`config.mk`:
```
export PLATFORM = sky130hd
export DESIGN_NAME = rfid_uart_frame_parser
export DESIGN_NICKNAME = d
export VERILOG_FILES = /design/src/rtl/rufp_pkg.sv /design/src/rtl/rfid_uart_frame_parser.sv
export SDC_FILE = /design/constraint.sdc
export NUM_CORES = 1
export LEC_CHECK = 0
export BUFFER_PORTS_ARGS = -buffer_cell sky130_fd_sc_hd__buf_2
export CAP_MARGIN = 40
export CORE_ASPECT_RATIO = 1.75
export CORE_MARGIN = 4
export CORE_UTILIZATION = 50
export DETAILED_ROUTE_END_ITERATION = 10
export PLACE_DENSITY = 0.71
export REMOVE_ABC_BUFFERS = 1
export SYNTH_ARGS = -nofsm -noshare
export SYNTH_HDL_FRONTEND = slang
export SYNTH_SLANG_ARGS = --single-unit
```
`constraint.sdc`:
```
create_clock -name aclk -period 5.01 [get_ports aclk]
set_input_delay 0.501 -clock aclk [delete_from_list [all_inputs] [get_ports aclk]]
set_output_delay 0.501 -clock aclk [all_outputs]
set_load 0.01 [all_outputs]
```
`src/rtl/rufp_pkg.sv`:
```
// Package for the RFID UART frame parser.
// Holds the parse phase type, error codes, register indexes and reset values.
// Depends on nothing; used by rtl/rfid_uart_frame_parser.sv.
package rufp_pkg;

    // Parse phase of the frame tracker.
    typedef enum logic [2:0] {
        PH_HEADER   = 3'd0,
        PH_TYPE     = 3'd1,
        PH_COMMAND  = 3'd2,
        PH_LENGTH   = 3'd3,
        PH_PAYLOAD  = 3'd4,
        PH_CHECKSUM = 3'd5,
        PH_FOOTER   = 3'd6
    } phase_t;

    // Error codes reported with each result.
    localparam logic [1:0] ERR_NONE     = 2'd0;
    localparam logic [1:0] ERR_TYPE     = 2'd1;
    localparam logic [1:0] ERR_CHECKSUM = 2'd2;
    localparam logic [1:0] ERR_FOOTER   = 2'd3;

    // Configuration register indexes.
    localparam logic [2:0] CFG_HEADER   = 3'd0;
    localparam logic [2:0] CFG_FOOTER   = 3'd1;
    localparam logic [2:0] CFG_CMD_TYPE = 3'd2;
    localparam logic [2:0] CFG_RSP_TYPE = 3'd3;
    localparam logic [2:0] CFG_NTF_TYPE = 3'd4;

    // Configuration reset values.
    localparam logic [7:0] RST_HEADER   = 8'hBB;
    localparam logic [7:0] RST_FOOTER   = 8'h7E;
    localparam logic [7:0] RST_CMD_TYPE = 8'h00;
    localparam logic [7:0] RST_RSP_TYPE = 8'h01;
    localparam logic [7:0] RST_NTF_TYPE = 8'h02;

    // Number of big-endian length bytes.
    localparam logic [15:0] LENGTH_BYTES = 16'd2;

endpackage

```
`src/rtl/rfid_uart_frame_parser.sv`:
```
// RFID UART frame parser: an input transfer lands in the input register and its
// result moves on into the result register once that register is free.
// Throughput is one byte per cycle while the result channel accepts results;
// the per-byte state update is a single 16-bit increment and compare between
// those two registers.
// Reset (aresetn low, synchronous) empties both registers, returns the parser
// to waiting for a header and loads the default configuration codes.
// Depends on rtl/rufp_pkg.sv.
module rfid_uart_frame_parser (
    input  logic        aclk,
    input  logic        aresetn,
    // Input byte channel
    input  logic        s_valid,
    output logic        s_ready,
    input  logic [7:0]  s_rx_byte,
    // Result channel
    output logic        m_valid,
    input  logic        m_ready,
    output logic        m_frame_done,
    output logic [1:0]  m_error_code,
    output logic        m_payload_valid,
    output logic [7:0]  m_payload_byte,
    output logic [15:0] m_payload_index,
    output logic [7:0]  m_frame_type,
    output logic [7:0]  m_frame_command,
    output logic [15:0] m_frame_length,
    // Configuration write channel
    input  logic        cfg_valid,
    output logic        cfg_ready,
    input  logic [2:0]  cfg_index,
    input  logic [7:0]  cfg_data
);

    // Configuration registers.
    logic [7:0] header_code_reg;
    logic [7:0] footer_code_reg;
    logic [7:0] cmd_type_reg;
    logic [7:0] rsp_type_reg;
    logic [7:0] ntf_type_reg;

    // Input register.
    logic       in_valid_reg;
    logic [7:0] in_byte_reg;

    // Parser state.
    rufp_pkg::phase_t phase_reg, phase_next;
    logic [7:0]  held_type_reg, held_type_next;
    logic [7:0]  held_cmd_reg, held_cmd_next;
    logic [15:0] held_len_reg, held_len_next;
    logic [15:0] byte_count_reg, byte_count_next;
    logic [7:0]  sum_reg, sum_next;

    // Result register.
    logic        out_valid_reg;
    logic        out_done_reg, out_done_next;
    logic [1:0]  out_err_reg, out_err_next;
    logic        out_pvalid_reg, out_pvalid_next;
    logic [7:0]  out_pbyte_reg, out_pbyte_next;
    logic [15:0] out_pindex_reg, out_pindex_next;

    logic        advance;
    logic        type_ok;
    logic [15:0] count_inc;
    logic [15:0] len_shift;

    // The input register moves into the result register when that is free.
    assign advance   = in_valid_reg && (!out_valid_reg || m_ready);
    assign s_ready   = !in_valid_reg || advance;
    assign cfg_ready = 1'b1;

    // Configuration writes; indexes beyond the list are ignored.
    always_ff @(posedge aclk) begin
        if (!aresetn) begin
            header_code_reg <= rufp_pkg::RST_HEADER;
            footer_code_reg <= rufp_pkg::RST_FOOTER;
            cmd_type_reg    <= rufp_pkg::RST_CMD_TYPE;
            rsp_type_reg    <= rufp_pkg::RST_RSP_TYPE;
            ntf_type_reg    <= rufp_pkg::RST_NTF_TYPE;
        end else if (cfg_valid) begin
            unique case (cfg_index)
                rufp_pkg::CFG_HEADER:   header_code_reg <= cfg_data;
                rufp_pkg::CFG_FOOTER:   footer_code_reg <= cfg_data;
                rufp_pkg::CFG_CMD_TYPE: cmd_type_reg    <= cfg_data;
                rufp_pkg::CFG_RSP_TYPE: rsp_type_reg    <= cfg_data;
                rufp_pkg::CFG_NTF_TYPE: ntf_type_reg    <= cfg_data;
                default: ;
            endcase
        end
    end

    // Input register capture.
    always_ff @(posedge aclk) begin
        if (!aresetn) begin
            in_valid_reg <= 1'b0;
        end else if (s_ready) begin
            in_valid_reg <= s_valid;
        end
    end

    always_ff @(posedge aclk) begin
        if (s_ready && s_valid) begin
            in_byte_reg <= s_rx_byte;
        end
    end

    // Per-byte frame tracking and result formation.
    assign type_ok   = (in_byte_reg == cmd_type_reg) || (in_byte_reg == rsp_type_reg) ||
                       (in_byte_reg == ntf_type_reg);
    assign count_inc = byte_count_reg + 16'd1;
    assign len_shift = {held_len_reg[7:0], in_byte_reg};

    always_comb begin
        phase_next      = phase_reg;
        held_type_next  = held_type_reg;
        held_cmd_next   = held_cmd_reg;
        held_len_next   = held_len_reg;
        byte_count_next = byte_count_reg;
        sum_next        = sum_reg;
        out_done_next   = 1'b0;
        out_err_next    = rufp_pkg::ERR_NONE;
        out_pvalid_next = 1'b0;
        out_pbyte_next  = 8'd0;
        out_pindex_next = 16'd0;

        unique case (phase_reg)
            rufp_pkg::PH_TYPE: begin
                if (type_ok) begin
                    held_type_next = in_byte_reg;
                    sum_next       = in_byte_reg;
                    phase_next     = rufp_pkg::PH_COMMAND;
                end else begin
                    out_err_next = rufp_pkg::ERR_TYPE;
                    phase_next   = rufp_pkg::PH_HEADER;
                end
            end
            rufp_pkg::PH_COMMAND: begin
                held_cmd_next   = in_byte_reg;
                sum_next        = sum_reg + in_byte_reg;
                held_len_next   = 16'd0;
                byte_count_next = 16'd0;
                phase_next      = rufp_pkg::PH_LENGTH;
            end
            rufp_pkg::PH_LENGTH: begin
                held_len_next   = len_shift;
                sum_next        = sum_reg + in_byte_reg;
                byte_count_next = count_inc;
                if (count_inc >= rufp_pkg::LENGTH_BYTES) begin
                    byte_count_next = 16'd0;
                    phase_next = (len_shift != 16'd0) ? rufp_pkg::PH_PAYLOAD
                                                      : rufp_pkg::PH_CHECKSUM;
                end
            end
            rufp_pkg::PH_PAYLOAD: begin
                out_pvalid_next = 1'b1;
                out_pbyte_next  = in_byte_reg;
                out_pindex_next = byte_count_reg;
                sum_next        = sum_reg + in_byte_reg;
                byte_count_next = count_inc;
                if (count_inc >= held_len_reg) begin
                    phase_next = rufp_pkg::PH_CHECKSUM;
                end
            end
            rufp_pkg::PH_CHECKSUM: begin
                if (sum_reg == in_byte_reg) begin
                    phase_next = rufp_pkg::PH_FOOTER;
                end else begin
                    out_err_next = rufp_pkg::ERR_CHECKSUM;
                    phase_next   = rufp_pkg::PH_HEADER;
                end
            end
            rufp_pkg::PH_FOOTER: begin
                if (in_byte_reg == footer_code_reg) begin
                    out_done_next = 1'b1;
                end else begin
                    out_err_next = rufp_pkg::ERR_FOOTER;
                end
                phase_next = rufp_pkg::PH_HEADER;
            end
            default: begin
                // Waiting for a header; anything else is dropped silently.
                phase_next = (in_byte_reg == header_code_reg) ? rufp_pkg::PH_TYPE
                                                              : rufp_pkg::PH_HEADER;
            end
        endcase
    end

    // Parser state update on each byte that moves to the result register.
    always_ff @(posedge aclk) begin
        if (!aresetn) begin
            phase_reg      <= rufp_pkg::PH_HEADER;
            held_type_reg  <= 8'd0;
            held_cmd_reg   <= 8'd0;
            held_len_reg   <= 16'd0;
            byte_count_reg <= 16'd0;
            sum_reg        <= 8'd0;
        end else if (advance) begin
            phase_reg      <= phase_next;
            held_type_reg  <= held_type_next;
            held_cmd_reg   <= held_cmd_next;
            held_len_reg   <= held_len_next;
            byte_count_reg <= byte_count_next;
            sum_reg        <= sum_next;
        end
    end

    // Result register valid flag.
    always_ff @(posedge aclk) begin
        if (!aresetn) begin
            out_valid_reg <= 1'b0;
        end else if (advance) begin
            out_valid_reg <= 1'b1;
        end else if (m_ready) begin
            out_valid_reg <= 1'b0;
        end
    end

    // Result register payload.
    always_ff @(posedge aclk) begin
        if (advance) begin
            out_done_reg   <= out_done_next;
            out_err_reg    <= out_err_next;
            out_pvalid_reg <= out_pvalid_next;
            out_pbyte_reg  <= out_pbyte_next;
            out_pindex_reg <= out_pindex_next;
        end
    end

    assign m_valid         = out_valid_reg;
    assign m_frame_done    = out_done_reg;
    assign m_error_code    = out_err_reg;
    assign m_payload_valid = out_pvalid_reg;
    assign m_payload_byte  = out_pbyte_reg;
    assign m_payload_index = out_pindex_reg;
    assign m_frame_type    = held_type_reg;
    assign m_frame_command = held_cmd_reg;
    assign m_frame_length  = held_len_reg;

    // A payload result never carries an error or a frame completion.
    assert property (@(posedge aclk) disable iff (!aresetn)
        (out_valid_reg && out_pvalid_reg) |->
            (out_err_reg == rufp_pkg::ERR_NONE) && !out_done_reg)
        else $error("payload result carries an error or completion");

    // A completed frame reports no error.
    assert property (@(posedge aclk) disable iff (!aresetn)
        (out_valid_reg && out_done_reg) |-> (out_err_reg == rufp_pkg::ERR_NONE))
        else $error("frame completion reported with an error");

    // Non-payload results have zero payload byte and index.
    assert property (@(posedge aclk) disable iff (!aresetn)
        (out_valid_reg && !out_pvalid_reg) |->
            (out_pbyte_reg == 8'd0) && (out_pindex_reg == 16'd0))
        else $error("payload fields not cleared outside the payload");

    // In the payload phase the length is nonzero and the count stays below it.
    assert property (@(posedge aclk) disable iff (!aresetn)
        (phase_reg == rufp_pkg::PH_PAYLOAD) |->
            (held_len_reg != 16'd0) && (byte_count_reg < held_len_reg))
        else $error("payload count out of range");

    // The length phase counts at most two bytes.
    assert property (@(posedge aclk) disable iff (!aresetn)
        (phase_reg == rufp_pkg::PH_LENGTH) |-> (byte_count_reg < rufp_pkg::LENGTH_BYTES))
        else $error("length byte count out of range");

endmodule

```
==> results.yml, run 1 <==
synth:
  ys_warn_count: 0
  yosysSeqAreaShare: 0.460
  synth_most_common_cell: "nand2_1"
  yosys_register_bits: 137
  synth_ff_type: "dfxtp_1"
  synth-async-reset-ratio: 0
  synth-edff-count: 36
  yosys-top-cells-count: "nand2_1 (127), dfxtp_1 (101), nor2_1 (64)"
  synth_top_cell_by_area: "dfxtp_1"
  syn_inst: 765
  yosysUniqueCellTypes: 65
  synth.area.top_cells: "dfxtp_1 (30%), edfxtp_1 (16%), nand2_1 (7.1%)"
  synth.top_cell.area_share: 0.300
  synth.cell_area_um2: 6740
  synth.avg_cell_area_um2: 8.81
setup_path:
  startpoint: "byte_count_reg[0]"
  worstPathRequired_ns: 5.32
  critPathMaxFanout: 9
  startpoint_type: "register"
  end_kind: "register"
  cp_common_cell: "ha_1"
  ff2ff_setup_slack_ns: 1.35
  critical_path.slowest_cell: "a2111oi_0"
  critPathCapture: "phase_reg[0]"
  path_class: "register to register"
  crit_chain: "ha_1 -> nand3_1 -> or3_1 -> xnor2_1 -> ha_1 -> a2111oi_0 -> and4b_1 -> o22ai_1 -> a211o_1 -> nor4b_1 -> o31a_1"
  r2r_start: "byte_count_reg[0]"
  reg2reg_to: "phase_reg[0]"
  ff2ff_path_depth: 11
  cp.arrival_ns: 3.97
  critPathMaxStageDelay_ns: 0.50
grt:
  first_global_vias: 5678
  grt_max_degree: 72
  grt_overflow_total: 0
  antenna_found_initial: 0
  grt_pass1_wl_um: 28500
  track_usage: 0.244
power:
  irDropWorstVdd_v: 0.000227
  power.leakage_uw: 0.00302
  power.total_uw: 2550
  powerDensity_nw_per_um2: 326
clock_network:
  clkTransAtPathRegs_ns: 0.06
  post_cts_buffers: 0
  cts_max_level: 4
  hold_buffers: 0
  cts-root-buf: "clkbuf_16"
  cts_buffers: 17
  clockBufferDepth: 2
  cts.sinks: 137
  cts_tree: "done"
  ctsResizeCount: 0
  clk_latency_ns: 0.42
sta:
  hold_viol: 0
  period_share: 0.730
  skew_ns: 0.00769
  slew_headroom: 0.439
  worst_pin_slew_ns: 0.835
  finalSetupTns_ns: 0
  setup_viol: 0
  post-route-min-period_ns: 3.66
  drv_slew: 0
  worst_slack_ns: 1.35
  rsz0062_at_grt: "no"
  max_freq_mhz: 274
routing:
  drc: 0
  drtIter0Drc: 306
  drt.antenna.violating_nets: 0
  vias_per_cell: 5.70
  dr.pass1.iters: 5
  wl_per_cell_um: 18.2
  routed_wirelength_um: 18400
  num_vias: 5763
placement:
  port_buffers: 85
  gp_congestion: 0.959
  dp_hpwl_um: 13300
  place_ws_ns: 1.40
hold_path:
  hold_path_class: "input port to register"
die:
  initial_utilization: 0.516
  core_area_um2: 13100
  num_rows: 55
  io_pins: 87
  die_h_um: 162
  die_area_um2: 15500
  die_w_um: 95.8
final_layout:
  final_nets: 876
  seq_area_um2: 3100
  multiInputGateArea_um2: 3340
  layout-drive-gt1-share: 0.157
  fill_cells: 1178
  antenna_cells: 0
  synthToLayoutAreaGrowth_pct: 15.9
outcome:
  status: "finished, final reports clean"
job:
  max_cap_violations: 0
worst min-delay path by stage:
stage	slack, ns	end	start	cells after the start
final	0.25	in_byte_reg[6]	s_rx_byte[6]	1
after global routing	0.24	in_byte_reg[3]	s_rx_byte[3]	1
after detailed placement	0.46	rsp_type_reg[4]	rsp_type_reg[4]	2
after CTS	0.24	in_byte_reg[2]	s_rx_byte[2]	1
after global placement	0.46	header_code_reg[6]	header_code_reg[6]	2
after floorplan	0.45	footer_code_reg[0]	footer_code_reg[0]	2
kinds of logic (layout without fill, tap and decap cells):
group	after synthesis	in the layout	synth area share
xor+xnor	60	60	0.0780
other cells	1	1	0.000556
compound gates	138	138	0.128
mux	10	10	0.0148
flops	137	137	0.460
buf+inv	76	151	0.0438
fa+ha+maj	25	25	0.0475
simple gates	318	318	0.227
report_power, final:
group          switching (µW)  internal [µW]
clock                     520            723
combinational            70.5           44.4
sequential               30.6           1160
final cells by class:
cell class | count | area share
Tap cell | 171 | 0.0274
Inverter | 31 | 0.0149
Clock inverter | 14 | 0.0175
Clock buffer | 18 | 0.0577
Multi-Input combinational cell | 552 | 0.428
Sequential cell | 137 | 0.397
Timing Repair Buffer | 88 | 0.0573
cell usage in the layout (no fill, tap or decap), drive strengths merged, types with 23 or more instances in the layout:
cell,instances
nand3,23
ha,24
nand2,127
xnor2,50
o21ai,36
inv,37
dfxtp,101
nor2,64
buf,88
edfxtp,36
a21oi,46
and2,25
worst max-delay path: cells and delay by family (launching register included):
family          cells  cell delay, ns
xor+xnor            1            0.16
simple gates        4            1.27
flops               1            0.48
compound gates      4            1.15
fa+ha+maj           2            0.49
stage by stage:
step | cells | instance area, µm² | hold slack, ns | utilization
after floorplan | 720 | 6560 | 0.449 | -
after global placement | 977 | 7210 | 0.457 | 0.551
after detailed placement | 978 | 7220 | 0.460 | 0.552
after CTS | 1010 | 7800 | 0.239 | 0.597
after global routing | 1011 | 7810 | 0.236 | 0.597
final | 1011 | 7810 | 0.248 | 0.597
metal layers:
metal	up-vias	track usage	share of wire
met3	80	0.0480	0.046
met1	2728	0.244	0.35
li1	2761	-	-
met5	-	0	0
met4	0	0.166	0.068
met2	194	0.437	0.54
Note: power is estimated with default switching activity, not from simulation.
==> inputs of run 2 (changes only) <==
- clock period: 5.01 -> 3.8 ns (I/O delays scaled with it)
==> results.yml, run 2 (same netlist as run 1, synthesis figures left out) <==
outcome:
  status: "finished, final reports clean"
sta:
  hold_viol: 0
  post-route-min-period_ns: 3.57
  skew_ns: 0.00785
  max_freq_mhz: 280
  worst_pin_slew_ns: 0.740
  period_share: 0.939
  rsz0062_at_grt: "no"
  drv_slew: 0
  slew_headroom: 0.503
  setup_viol: 0
  worst_slack_ns: 0.232
  finalSetupTns_ns: 0
power:
  p_sw_frac: 0.236
  irDropWorstVdd_v: 0.000322
  powerDensity_nw_per_um2: 425
  power.leakage_uw: 0.00309
  power.share.clock: 0.488
  seqPwrFrac: 0.463
  power_switching_uw: 793
  p_int_uw: 2570
  power_frac_comb: 0.049
clock_network:
  post_cts_buffers: 0
  cts_buffers: 17
  hold_buffers: 0
  cts_max_level: 4
  clockBufferDepth: 2
  ctsResizeCount: 0
  clkTransAtPathRegs_ns: 0.06
  cts_tree: "done"
  cts.sinks: 137
  cts-root-buf: "clkbuf_16"
  clk_latency_ns: 0.42
hold_path:
  min_path_cells: 1
  hold_path_class: "input port to register"
grt:
  first_global_vias: 5740
  grt_pass1_wl_um: 29400
  track_usage: 0.250
  grt_overflow_total: 0
  grt_max_degree: 72
  antenna_found_initial: 0
routing:
  vias_per_cell: 5.65
  drt.antenna.violating_nets: 0
  routed_wirelength_um: 18700
  dr.pass1.iters: 5
  drtIter0Drc: 388
  num_vias: 5787
  drc: 0
  wl_per_cell_um: 18.2
setup_path:
  end_kind: "register"
  startpoint: "byte_count_reg[0]"
  ff2ff_setup_slack_ns: 0.23
  ff2ff_path_depth: 11
  startpoint_type: "register"
  critPathCapture: "phase_reg[0]"
  worstPathRequired_ns: 4.10
  critPathMaxFanout: 9
  cp.arrival_ns: 3.87
  r2r_start: "byte_count_reg[0]"
  path_class: "register to register"
  reg2reg_to: "phase_reg[0]"
final_layout:
  final_cell_mix: "nand2_1 (127), dfxtp_1 (101), buf_2 (85), nor2_1 (64), xnor2_1 (50)"
  antenna_cells: 0
  synthToLayoutAreaGrowth_pct: 17.4
  mostFrequentLayoutCell: "nand2_1"
  fill_cells: 1173
  layout-drive-gt1-share: 0.169
  final_nets: 889
die:
  io_pins: 87
  core_area_um2: 13100
  num_rows: 55
  die_w_um: 95.8
  initial_utilization: 0.516
  die_h_um: 162
  die_area_um2: 15500
placement:
  port_buffers: 85
  place_ws_ns: 0.278
  dp_hpwl_um: 13800
  gp_congestion: 1.00
job:
  max_cap_violations: 0
==> run 2: cell types whose count changed in the layout (fill, tap and decap cells not counted) <==
cell	delta
buf_4	+13
bufinv_16	+1
clkbuf_1	+1
clkbuf_16	-1
clkinvlp_4	-1
inv_6	-1
inv_8	+1
==> run 2: power by group through the flow <==
stage | logic [µW] | registers, µW | clock network [µW]
2_1_floorplan | 82.6 | 1590 | 0
3_3_place_gp | 163 | 1590 | 0
3_5_place_dp | 165 | 1590 | 0
4_1_cts | 166 | 1560 | 1670
5_1_grt | 182 | 1560 | 1730
6_report | 165 | 1560 | 1640
==> run 2: critical path, cell delays in order (launching register included) <==
cell and delay [ns]:
dfxtp_1 0.48, ha_1 0.28, nand3_1 0.30, or3_1 0.46, xnor2_1 0.15, ha_1 0.20
a2111oi_0 0.43, and4b_1 0.30, o22ai_1 0.08, a211o_1 0.33, nor4b_1 0.18, o31a_1 0.27
==> run 2: cell type report <==
type	count	area, µm²	share of cell area
Multi-Input combinational cell	552	3340	0.423
Sequential cell	137	3100	0.392
Timing Repair Buffer	101	546	0.0689
Clock buffer	18	429	0.0542
Tap cell	171	214	0.0270
Clock inverter	14	161	0.0204
Inverter	31	116	0.0147
==> run 2: worst min-delay path by stage <==
stage                             startpoint                  to
final                           s_rx_byte[5]      in_byte_reg[5]
after global routing            s_rx_byte[0]      in_byte_reg[0]
after CTS                       s_rx_byte[5]      in_byte_reg[5]
after detailed placement     cmd_type_reg[3]     cmd_type_reg[3]
after global placement       cmd_type_reg[3]     cmd_type_reg[3]
after floorplan           footer_code_reg[0]  footer_code_reg[0]
==> run 2: stage by stage <==
stage	utilization	hold slack (ns)	std cells	power [µW]	area, µm²
after global placement	0.559	0.456	991	1750	7310
after detailed placement	0.560	0.461	992	1760	7320
final	0.605	0.135	1024	3370	7910
after global routing	0.605	0.129	1024	3470	7910
after floorplan	-	0.449	720	1670	6560
after CTS	0.605	0.121	1024	3390	7910
==> run 2: layer usage <==
layer | global-route usage | vias to the layer above | part of all wire
met5 | 0 | - | 0
met4 | 0.159 | 0 | 0.054
met3 | 0.0443 | 64 | 0.034
met2 | 0.464 | 172 | 0.56
met1 | 0.244 | 2747 | 0.35
li1 | - | 2804 | -
